## config.mk

```make
export PLATFORM = sky130hd
export DESIGN_NAME = lzwd_fifo
export DESIGN_NICKNAME = d
export VERILOG_FILES = /design/src/rtl/core/lzwd_pkg.sv /design/src/rtl/core/lzwd_fifo.sv
export SDC_FILE = /design/constraint.sdc
export NUM_CORES = 1
export LEC_CHECK = 0
export ABC_CLOCK_PERIOD_IN_PS = 2600
export CORE_ASPECT_RATIO = 0.7
export CORE_MARGIN = 4
export CORE_UTILIZATION = 51
export CTS_BUF_LIST = sky130_fd_sc_hd__clkbuf_8 sky130_fd_sc_hd__clkbuf_16
export DETAILED_ROUTE_END_ITERATION = 10
export DONT_BUFFER_PORTS = 1
export PLACE_DENSITY = 0.66
export SLEW_MARGIN = 20
export SYNTH_ARGS = -nofsm -noshare
export SYNTH_HDL_FRONTEND = slang
export SYNTH_SLANG_ARGS = --single-unit
```

## constraint.sdc

```tcl
create_clock -name clock -period 2.6 [get_ports clock]
set_input_delay 0.52 -clock clock [delete_from_list [all_inputs] [get_ports clock]]
set_output_delay 0.52 -clock clock [all_outputs]
set_load 0.02 [all_outputs]
```

## src/rtl/core/lzwd_pkg.sv

```systemverilog
// ----------------------------------------------------------------------------
// lzwd_pkg
// Shared constants and types of the LZW decoder.
// ----------------------------------------------------------------------------
`default_nettype none

package lzwd_pkg;

   localparam int CODE_BITS      = 12;
   localparam int MAX_STRING_LEN = 64;
   localparam int ALPHABET       = 256;
   localparam int BYTE_W         = 8;

   localparam int DICT_DEPTH = 1 << CODE_BITS;
   localparam int NFC_W      = CODE_BITS + 1;
   localparam int LEN_W      = $clog2(MAX_STRING_LEN + 1);
   localparam int STACK_AW   = $clog2(MAX_STRING_LEN);

   localparam logic [NFC_W-1:0]     NFC_RESET  = NFC_W'(ALPHABET);
   localparam logic [NFC_W-1:0]     NFC_LIMIT  = NFC_W'(DICT_DEPTH);
   localparam logic [LEN_W-1:0]     LEN_CAP    = LEN_W'(MAX_STRING_LEN);
   localparam logic [LEN_W-1:0]     LEN_ONE    = LEN_W'(1);
   localparam logic [CODE_BITS-1:0] CODE_ALPHA = CODE_BITS'(ALPHABET);

   typedef enum logic {
      F_IDLE,
      F_EVAL
   } front_state_type;

   typedef enum logic [2:0] {
      B_IDLE,
      B_WREQ,
      B_WDAT,
      B_FINAL,
      B_RD,
      B_OUT
   } back_state_type;

   typedef struct packed {
      logic [CODE_BITS-1:0] code;
      logic                 bad;
   } job_type;

   typedef struct packed {
      logic                 en;
      logic [CODE_BITS-1:0] addr;
      logic [CODE_BITS-1:0] prefix;
      logic [BYTE_W-1:0]    suffix;
   } dict_wr_type;

endpackage

`default_nettype wire

```

## src/rtl/core/lzwd_fifo.sv

```systemverilog
// ----------------------------------------------------------------------------
// lzwd_fifo
// Two-entry job queue between the code classifier and the string walker.
// ----------------------------------------------------------------------------
`default_nettype none

module lzwd_fifo (
   input  wire logic             clock,
   input  wire logic             reset,
   input  wire logic             push,
   input  wire lzwd_pkg::job_type push_data,
   output      logic             full,
   input  wire logic             pop,
   output      lzwd_pkg::job_type pop_data,
   output      logic             empty
);

   lzwd_pkg::job_type slot_ff [2];
   logic       wr_ptr_ff, wr_ptr_in;
   logic       rd_ptr_ff, rd_ptr_in;
   logic [1:0] count_ff, count_in;
   logic       do_push, do_pop;

   assign full     = count_ff == 2'd2;
   assign empty    = count_ff == 2'd0;
   assign do_push  = push && !full;
   assign do_pop   = pop && !empty;
   assign pop_data = slot_ff[rd_ptr_ff];

   always_comb begin
      wr_ptr_in = do_push ? !wr_ptr_ff : wr_ptr_ff;
      rd_ptr_in = do_pop ? !rd_ptr_ff : rd_ptr_ff;
      count_in  = count_ff + 2'(do_push) - 2'(do_pop);
   end

   always_ff @(posedge clock) begin
      if (reset) begin
         wr_ptr_ff <= 1'b0;
         rd_ptr_ff <= 1'b0;
         count_ff  <= 2'd0;
      end else begin
         wr_ptr_ff <= wr_ptr_in;
         rd_ptr_ff <= rd_ptr_in;
         count_ff  <= count_in;
      end
   end

   always_ff @(posedge clock) begin
      if (do_push) begin
         slot_ff[wr_ptr_ff] <= push_data;
      end
   end

endmodule

`default_nettype wire

```

### Word-level counts from Yosys, hierarchy flattened

Memories as Yosys holds them, arrays and structs flattened. A register that Yosys moved wholly into a read port is not among the register bits.
Cells that the tools add are included.

| operators by class | value |
|---|---|
| multipliers | 0 |
| reductions and logical operators | 7 |
| order comparisons | 0 |
| eq/ne operators | 1 |
| add/subtract/negate cells | 2 |
| shift operators | 0 |
| muxes and demuxes | 4 |
| bitwise gates (word level) | 0 |
| divide/modulo/power cells | 0 |

Operators by type and width:

| kind | number |
|---|---|
| $logic_not A1 Y1 | 4 |
| $mux W1 | 4 |
| $add A2 B1 Y2 | 1 |
| $eq A2 B2 Y1 const B | 1 |
| $logic_and A1 B1 Y1 | 2 |
| $logic_not A2 Y1 | 1 |
| $sub A2 B1 Y2 | 1 |

| word-level totals | value |
|---|---|
| register bits after elaboration | 4 |
| latch bits | 0 |
| ROM bits | 0 |
| output and inout port bits | 15 |
| bits of input ports | 17 |
| word-level logic and storage cells | 18 |
| memories kept | 1 |
| RAM bits | 26 |

Memory list:

| name | depth | width | read ports | clocked after Yosys merged registers in | wr ports | line | source |
|---|---|---|---|---|---|---|---|
| slot_ff | 2 | 13 | 1 | 1 | 1 | lzwd_fifo.sv:18 | `lzwd_pkg::job_type slot_ff [2];` |

### Logic depth before layout (Yosys ltp)

Gate-level depths: netlist of run 1.

| logic depth | value |
|---|---|
| depth after elaboration | 5 |
| gate-level depth with buffers | 8 |
| depth with buffers taken out | 8 |

### Worst setup path before layout of run 1

Ideal clock, no wire load.

| timing | value |
|---|---|
| kind | input-to-reg |
| start | in pop |
| end | reg count_ff[1] |
| data arrival time | 1.480 ns |
| setup time | 0.078 ns |
| path buffers | 0 |
| data required time | 2.522 ns |
| path slack | 1.042 ns |
| cell stages on the path | 7 |
| cell sequence | o21a_2 ha_1 inv_1 ha_1 xor2_1 and2_1 nor3_1 |

| between the ends | value |
|---|---|
| longest elaborated chain between the ends | 2 |

Ends and longest elaborated chain:

| element | line | source |
|---|---|---|
| start, declared | lzwd_fifo.sv:13 | `input wire logic pop,` |
| $logic_and A1 B1 Y1 | lzwd_fifo.sv:27 | `assign do_pop = pop && !empty;` |
| $sub A2 B1 Y2 | lzwd_fifo.sv:33 | `count_in = count_ff + 2'(do_push) - 2'(do_pop);` |
| end signal, assigned | lzwd_fifo.sv:44 | `count_ff <= count_in;` |
| end, declared | lzwd_fifo.sv:21 | `logic [1:0] count_ff, count_in;` |

Every way passes these cells.
A chain may end at the register's enable or synchronous reset.

==> results of run 1 <==
==> kinds of logic after synthesis <==
logic type / after synthesis
simple gates: 11
xor+xnor: 2
buf+inv: 5
fa+ha+maj: 2
mux: 13
compound gates: 3
flops: 31
==> flip-flops by register name, indices dropped and copies added (netlist names), named ones only <==
signal / flops
slot_ff: 26
count_ff: 2
rd_ptr_ff: 1
wr_ptr_ff: 1
==> metrics by stage <==
step / setup WS, ns / power [mW] / area, sq um / util, % / hold slack (ns)
after global placement: 0.888 / 1.05 / 1200 / 55.4 / 0.461
after floorplan: 1.04 / 1.00 / 1170 / - / 0.451
after CTS: 0.579 / 1.39 / 1280 / 59.0 / 0.312
after detailed placement: 0.881 / 1.05 / 1200 / 55.4 / 0.477
final: 0.631 / 1.36 / 1280 / 59.0 / 0.318
after global routing: 0.540 / 1.45 / 1280 / 59.0 / 0.303
==> layer usage <==
metal,vias to the layer above,share of wire (%),global-route usage [%]
li1,254,-,-
met1,255,34,8.98
met2,25,49,18.9
met3,3,16,9.62
met4,0,0.75,4.96
met5,-,0,0
==> power groups by stage <==
stage                     Clock, mW  Combinational (mW)  Sequential [mW]
after floorplan                   0               0.326            0.677
after global routing          0.362               0.371            0.712
final                         0.327               0.338            0.700
after CTS                     0.338               0.345            0.703
after global placement            0               0.340            0.709
after detailed placement          0               0.343            0.712
==> placed cells by master (no fill, tap or decap) <==
cell type,instances
edfxtp_1,26
mux2_1,10
inv_1,6
dfxtp_1,5
clkbuf_8,5
nor2_1,4
mux2_2,3
ha_1,2
o21a_2,1
nand2b_2,1
inv_2,1
nand2_1,1
and3_2,1
or3_1,1
nor2b_1,1
xnor2_1,1
o21ai_0,1
a21oi_1,1
xor2_1,1
and2_1,1
nor3_1,1
==> layout make-up <==
class,count,share of cell area [%]
Clock inverter,3,0.878
Inverter,4,1.17
Multi-Input combinational cell,31,20.8
Tap cell,32,3.12
Sequential cell,31,68.7
Clock buffer,5,5.37
==> final timing paths <==
path                                    to              startpoint  cells after the start
setup / recovery               pop_data[7]                    flop                      1
hold / removal      rd_ptr_ff$_SDFFE_PP0P_                   reset                      1
setup reg to reg  slot_ff[0][12]$_DFFE_PP_  count_ff[0]$_SDFF_PP0_                      4
hold reg to reg     wr_ptr_ff$_SDFFE_PP0P_  wr_ptr_ff$_SDFFE_PP0P_                      2
==> flow_summary.yaml, run 1 <==
run_status:
  outcome: "finished clean"
drt:
  via_per_inst: 5.07
  routed_wl_um: 1590
  drt_drc_violations_left: 0
  vias: 537
  drtIter0Drc: 12
  wl_per_cell_um: 15.0
  ant_nets: 0
  drtPass1Iterations: 2
worst_setup_path:
  critPathRequiredTime_ns: 2.08
  crit_fanout: 13
  start_kind: "flop"
  cp_slowest_stage_delay_ns: 0.70
  path_class: "flop to output pin"
  cp-end-kind: "output pin"
  crit_family: "flip-flops"
  crit_chain: "mux2_1"
  r2r_slack_ns: 0.90
  cp.arrival_ns: 1.45
  cp_num_buf_inv: 0
  critPathSlowestCell: "dfxtp_1"
timing:
  finalCritPeriodShare_pct: 75.7
  period_minus_slack_ns: 1.97
  finalHoldViolations: 0
  fin_worst_skew_ns: 0.00559
  fmax_mhz: 508
  relSlewSlack_pct: 60.2
  finalSetupViolations: 0
  fin_setup_tns_ns: 0
  tightest_slew_ns: 0.596
  rsz0062_at_grt: "no"
  final_max_slew_viol_count: 0
final_layout:
  seqCellArea_sq_um: 881
  stdcell_count: 106
  multi_input_area_sq_um: 267
  layout.nets: 92
  fillers: 190
  drive_above_1_share_pct: 16.2
  syn_to_final_growth_pct: 9.86
  num_antenna_cells: 0
pwr:
  switching_share_pct: 31.7
  p_leak_nw: 0.469
  cellPowerDensity_nw_per_um2: 1060
  p_int_mw: 0.932
  p_clk_share_pct: 24.0
  combPwrFrac_pct: 24.7
  seqPwrFrac_pct: 51.3
  worst_ir_drop_vdd_mv: 0.547
  p_switching_mw: 0.433
synth:
  synth_top_family_by_area: "multiplexers"
  synthFlopType: "edfxtp_1"
  synth.most_common_cell: "edfxtp_1"
  synth_cell_types: 21
  synth_top_area_share_pct: 66.9
  synthSimpleGateAreaFrac_pct: 5.04
  syn-cell-area_sq_um: 1170
  ys.warnings.count: 0
  synth-compound-area-share_pct: 1.61
  synth_cells: 67
  synth_fa_ha_area_share_pct: 2.14
  syn-num-nets: 86
  avgSynthCellArea_sq_um: 17.4
  ys_seq_area_share_pct: 75.5
  yosys-top-cells-count: "edfxtp_1 (26), mux2_1 (10), dfxtp_1 (5)"
  yosysTopAreaCell: "edfxtp_1"
  async_flop_share_pct: 0
  synthXorXnorAreaFrac_pct: 1.50
  synth_mux_area_share_pct: 12.5
  synth-edff-count: 26
  yosys-top-cells-area: "edfxtp_1 (67%), mux2_1 (9.6%), dfxtp_1 (8.6%)"
  synth_seq_cells: 31
cts:
  cts_buffers: 5
  cts_buffer_depth: 2
  cts_setup_buffers: 0
  clk_latency_ns: 0.27
  ctsHoldBuffers: 0
  cts_num_sinks: 31
  cts_tree: "built"
  h-tree-depth: 2
  cts-resized-gates: 0
  clkTransAtPathRegs_ns: 0.05
  cts_root_buf: "clkbuf_8"
worst_hold_path:
  min_path_type: "input port to flop"
floorplan:
  die_h_um: 48.0
  rows: 14
  initial_core_util_pct: 53.7
  die-area_sq_um: 3130
  die_w_um: 65.2
  io_pins: 32
  core_area_sq_um: 2170
global_route:
  grt_use_total_pct: 10.9
  overflow: 0
  grt_pass1_vias: 541
  grt_start_max_net_pins: 14
  grt_first_pass_wirelength_um: 2270
  antenna_found_initial: 0
flow_run:
  drv_cap: 0
place:
  dp.cells: 98
  port_buffers: 0
  gp_congestion: 0.624
Power figures use the tool's default switching activity.
==> run 2: changes to the inputs <==
Settings changed: ABC_CLOCK_PERIOD_IN_PS 2600 to 1700, PLACE_DENSITY 0.66 to 0.69.
Clock period 2.6 ns to 1.7 ns, I/O delays scaled along.
==> run 2 against run 1 <==
  * Cell area is 3.2% higher
  * Cell count is 3.8% higher
  * Utilization is 1.9 points higher
  * Combinational power is 79% higher
  * Sequential power is 47% higher
  * Critical path depth is 7 higher
==> flow_summary.yaml, run 2 (synthesis gave the netlist of run 1 again) <==
final_layout:
  drive_above_1_share_pct: 23.1
  regMostFlops: "slot_ff"
  final_cell_mix: "edfxtp_1 (26), mux2_1 (10), clkbuf_8 (6)"
  syn_to_final_growth_pct: 13.4
  layout_commonest_cell: "edfxtp_1"
  stdcell_count: 110
  num_antenna_cells: 0
  top_regs: "slot_ff: 26 flops, count_ff: 2 flops"
  layout.nets: 96
  fillers: 178
  largest_reg_flops: 26
worst_setup_path:
  critPathRequiredTime_ns: 1.90
  cp_slowest_stage_delay_ns: 0.38
  crit_fanout: 4
  cp.arrival_ns: 1.76
  rr_startpoint: "count_ff[0]$_SDFF_PP0_"
  r2r-end: "count_ff[1]$_SDFF_PP0_"
  cp-end-kind: "flop"
  r2r_slack_ns: 0.15
  start_kind: "flop"
  crit_chain: "nand2b_2 > nand2_1 > ha_1 > inv_1 > ha_1 > xor2_1 > and2_1 > nor3_1"
  critPathSlowestCell: "dfxtp_1"
  r2r_cells: 8
  path_class: "flop to flop"
  cp_common_cell: "ha_1"
timing:
  tightest_slew_ns: 0.379
  finalSetupViolations: 0
  fmax_mhz: 644
  period_minus_slack_ns: 1.55
  rsz0062_at_grt: "no"
  relSlewSlack_pct: 74.6
  fin_worst_skew_ns: 0.00522
  finalHoldViolations: 0
  fin_setup_tns_ns: 0
  final_max_slew_viol_count: 0
  finalCritPeriodShare_pct: 91.4
drt:
  via_per_inst: 4.95
  drt_drc_violations_left: 0
  maxUsedRoutingLayer: "met4"
  wl_met3_um: 212
  vias: 545
  drtIter0Drc: 13
  ant_nets: 0
  met2_length_um: 778
  drtPass1Iterations: 4
  wl_met1_um: 627
  wl_per_cell_um: 14.8
  routed_wl_um: 1630
pwr:
  worst_ir_drop_vdd_mv: 0.822
  fin_total_pwr_mw: 2.19
  cellPowerDensity_nw_per_um2: 1660
  p_leak_nw: 0.490
worst_hold_path:
  hp-start: "reset"
  hold_end: "wr_ptr_ff$_SDFFE_PP0P_"
  whs_path_depth: 1
  min_path_type: "input port to flop"
cts:
  ctsHoldBuffers: 0
  clkTransAtPathRegs_ns: 0.06
  cts_tree: "built"
  h-tree-depth: 2
  cts_buffers: 5
  clk_latency_ns: 0.28
  cts_num_sinks: 31
  cts_setup_buffers: 0
  cts-resized-gates: 0
  cts_buffer_depth: 2
  cts_root_buf: "clkbuf_8"
floorplan:
  initial_core_util_pct: 53.7
  io_pins: 32
  die_w_um: 65.2
  core_area_sq_um: 2170
  die_h_um: 48.0
  die-area_sq_um: 3130
  rows: 14
global_route:
  grt_first_pass_wirelength_um: 2410
  grt_pass1_vias: 537
  grt_use_total_pct: 11.5
  antenna_found_initial: 0
  grt_start_max_net_pins: 14
  overflow: 0
place:
  dp_hpwl_um: 1120
  port_buffers: 0
  dp.cells: 102
  gp_congestion: 0.760
flow_run:
  drv_cap: 0
run_status:
  outcome: "finished clean"
## run 2: cell count changes in the layout (fill, tap and decap cells not counted), sizes merged
cell / previous run / this run
buf: 0 / 4
clkbuf: 5 / 6
clkinv: 0 / 1
inv: 7 / 5
## run 2: through the flow
step | hold slack (ns) | utilization, % | cell area (sq um) | setup WS (ns)
3_3_place_gp | 0.412 | 56.7 | 1230 | 0.191
3_5_place_dp | 0.413 | 56.7 | 1230 | 0.158
5_1_grt | 0.113 | 60.9 | 1320 | 0.0286
6_report | 0.125 | 60.9 | 1320 | 0.147
2_1_floorplan | 0.409 | - | 1170 | 0.192
4_1_cts | 0.118 | 60.9 | 1320 | 0.132
## run 2: layer usage
metal | track usage [%] | vias to the layer above
met5 | 0 | -
met4 | 6.20 | 0
met3 | 9.15 | 2
met2 | 16.7 | 21
met1 | 12.0 | 259
li1 | - | 263
## run 2: how the worst max path moves through the flow
stage	start	endpoint	slack (ns)
after detailed placement	count_ff[0]$_SDFF_PP0_	count_ff[1]$_SDFF_PP0_	0.16
after CTS	flop	pop_data[10]	0.13
after global placement	count_ff[1]$_SDFF_PP0_	count_ff[1]$_SDFF_PP0_	0.19
after global routing	count_ff[0]$_SDFF_PP0_	count_ff[1]$_SDFF_PP0_	0.03
after floorplan	count_ff[0]$_SDFF_PP0_	slot_ff[0][0]$_DFFE_PP_	0.19
final	count_ff[0]$_SDFF_PP0_	count_ff[1]$_SDFF_PP0_	0.15
## run 2: report_power, final
group	leakage [nW]	internal [mW]	switching [mW]
sequential	0.284	0.978	0.0497
clock	0.0524	0.319	0.244
combinational	0.154	0.214	0.390
## run 2: critical path: cells and delay by family (launching register included)
family        cells  cell delay [ns]
buf+inv           1             0.03
fa+ha+maj         2             0.44
xor+xnor          1             0.14
flops             1             0.38
simple gates      4             0.48
## run 2: final cells by class
| type | count | area (sq um) | share of cell area (%) |
|---|---|---|---|
| clock buffer | 6 | 82.6 | 6.24 |
| multi-input combinational | 31 | 267 | 20.1 |
| clock inverter | 2 | 8.76 | 0.662 |
| sequential | 31 | 881 | 66.5 |
| inverter | 4 | 15.0 | 1.13 |
| tap | 32 | 40.0 | 3.02 |
| timing repair buffer | 4 | 30.0 | 2.27 |
==> run 3: changes to the inputs <==
Settings changed: ABC_AREA set to 1.
==> run 3 against run 2 <==
  * Worst setup slack better by 0.040 ns
  * Worst hold slack better by 0.0099 ns
  * Fmax grew 2.7%
  * Register-to-register slack better by 0.05 ns
  * Critical endpoint is now pop_data[0]
  * Largest cell class unchanged
==> flow_summary.yaml, run 3 <==
run_status:
  outcome: "finished clean"
synth:
  ys_seq_area_share_pct: 71.8
  syn-cell-area_sq_um: 1230
  yosys-top-cells-area: "edfxtp_1 (64%), mux2_4 (12%), dfxtp_1 (8.2%)"
  synth_top_area_share_pct: 63.6
  synth-edff-count: 26
  synth_seq_cells: 31
  yosys-top-cells-count: "edfxtp_1 (26), inv_1 (10), mux2_4 (10)"
  synthFlopType: "edfxtp_1"
  avgSynthCellArea_sq_um: 15.5
  synth_cell_types: 11
  syn-num-nets: 98
  async_flop_share_pct: 0
  synth_cells: 79
  synth.most_common_cell: "edfxtp_1"
  ys.warnings.count: 0
  yosysTopAreaCell: "edfxtp_1"
final_layout:
  drive_above_1_share_pct: 26.4
  fillers: 188
  final_cell_mix: "edfxtp_1 (26), inv_1 (11), mux2_4 (10)"
  largest_reg_flops: 26
  syn_to_final_growth_pct: 12.1
  num_antenna_cells: 0
  postLayoutCoreUtil_pct: 61.9
  layout.nets: 109
  top_regs: "slot_ff: 26 flops, count_ff: 2 flops"
  regMostFlops: "slot_ff"
  layout_commonest_cell: "edfxtp_1"
cts:
  cts_num_sinks: 31
  h-tree-depth: 2
  cts_buffer_depth: 2
  clk_latency_ns: 0.27
  cts_buffers: 5
  clkTransAtPathRegs_ns: 0.06
  ctsHoldBuffers: 0
  cts_tree: "built"
  cts_root_buf: "clkbuf_8"
timing:
  fin_worst_skew_ns: 0.00360
  finalHoldViolations: 0
  period_minus_slack_ns: 1.51
  fmax_mhz: 661
  finalSetupViolations: 0
  fin_setup_tns_ns: 0
  rsz0062_at_grt: "no"
  final_max_slew_viol_count: 0
  tightest_slew_ns: 0.186
  relSlewSlack_pct: 87.6
  finalCritPeriodShare_pct: 89.0
worst_setup_path:
  cp.arrival_ns: 1.17
  start_kind: "flop"
  cp-end-kind: "output pin"
  r2r_slack_ns: 0.20
  critPathRequiredTime_ns: 1.36
  crit_family: "multiplexers"
  crit_fanout: 6
  cp_slowest_stage_delay_ns: 0.41
  critPathSlowestCell: "mux2_2"
  r2r_cells: 10
  r2r-end: "count_ff[1]$_SDFF_PP0_"
  path_depth: 2
  crit_end: "pop_data[0]"
  cp_num_buf_inv: 1
  rr_startpoint: "count_ff[0]$_SDFF_PP0_"
  path_class: "flop to output pin"
  crit_chain: "buf_4 > mux2_2"
pwr:
  worst_ir_drop_vdd_mv: 0.918
  cellPowerDensity_nw_per_um2: 1620
  p_leak_nw: 0.549
drt:
  drt_drc_violations_left: 0
  met2_length_um: 779
  wl_met3_um: 231
  wl_per_cell_um: 14.6
  drtPass1Iterations: 3
  vias: 600
  drtIter0Drc: 16
  ant_nets: 0
  routed_wl_um: 1790
  via_per_inst: 4.88
  wl_met1_um: 745
  maxUsedRoutingLayer: "met4"
floorplan:
  core_area_sq_um: 2220
  die-area_sq_um: 3270
  initial_core_util_pct: 55.2
  die_h_um: 49.0
  rows: 14
  die_w_um: 66.6
  io_pins: 32
worst_hold_path:
  min_path_type: "input port to flop"
global_route:
  grt_pass1_vias: 621
  grt_start_max_net_pins: 14
  grt_first_pass_wirelength_um: 2910
  grt_use_total_pct: 12.9
  overflow: 0
  antenna_found_initial: 0
flow_run:
  drv_cap: 0
place:
  port_buffers: 0
  dp_hpwl_um: 1260
  gp_congestion: 0.808
[run 3: cell count changes in the layout (fill, tap and decap cells not counted), sizes merged, moves of 3 or more]
cell	previous run	this run
inv	5	11
nand2	1	8
nand3	0	3
nor2	4	9
[run 3: power breakdown]
group          internal (mW)  total (mW)  switching (mW)
Sequential             0.974        1.02          0.0482
Clock                  0.272       0.506           0.235
Combinational          0.274       0.701           0.427
Total                   1.52        2.23           0.709
[run 3: how the worst min path moves through the flow]
stage / from / depth (start not counted) / slack, ns / to
after floorplan: reset / 1 / 0.41 / count_ff[0]$_SDFF_PP0_
after global placement: reset / 1 / 0.41 / count_ff[0]$_SDFF_PP0_
after detailed placement: reset / 1 / 0.42 / count_ff[0]$_SDFF_PP0_
after CTS: reset / 1 / 0.13 / count_ff[0]$_SDFF_PP0_
after global routing: reset / 1 / 0.12 / count_ff[0]$_SDFF_PP0_
final: reset / 1 / 0.14 / count_ff[0]$_SDFF_PP0_
[run 3: metrics by stage]
stage / std cells / worst slack [ns] / power, mW / cell area [sq um] / hold slack [ns]
after detailed placement: 115 / 0.173 / 1.74 / 1290 / 0.415
after global routing: 123 / 0.0243 / 2.38 / 1380 / 0.120
final: 123 / 0.187 / 2.23 / 1380 / 0.135
after floorplan: 79 / 0.0915 / 1.59 / 1230 / 0.411
after global placement: 115 / 0.251 / 1.72 / 1290 / 0.413
after CTS: 123 / 0.165 / 2.25 / 1370 / 0.126
[run 3: layer usage]
metal  vias to the layer above  GRT usage [%]
met2                        24           18.1
met5                         -              0
met1                       277           14.1
li1                        294              -
met3                         5           9.91
met4                         0           6.08
[run 3: layout make-up]
| type | instances | area [sq um] | area share [%] |
|---|---|---|---|
| clock buffers | 5 | 68.8 | 5.00 |
| clock inverters | 3 | 11.3 | 0.818 |
| inverters | 10 | 37.5 | 2.73 |
| multi-input cells | 37 | 300 | 21.8 |
| flip-flops and latches | 31 | 881 | 64.0 |
| well taps | 32 | 40.0 | 2.91 |
| repair buffers | 5 | 37.5 | 2.73 |
[run 3: kinds of logic after synthesis]
group	Yosys count	synth area share, %
flip-flops	31	71.8
AND/OR/NAND/NOR	20	6.42
multiplexers	13	15.0
buffers and inverters	11	3.98
AO/OA/AOI/OAI	2	0.816
adder cells (fa/ha/maj)	2	2.04
[run 3: repair_timing]
action                                  4_1_cts  5_1_grt
hold endpoints to repair                      0        0
setup buffers                                 0        0
resized for setup                             0        1
endpoints found under the setup margin        0        1
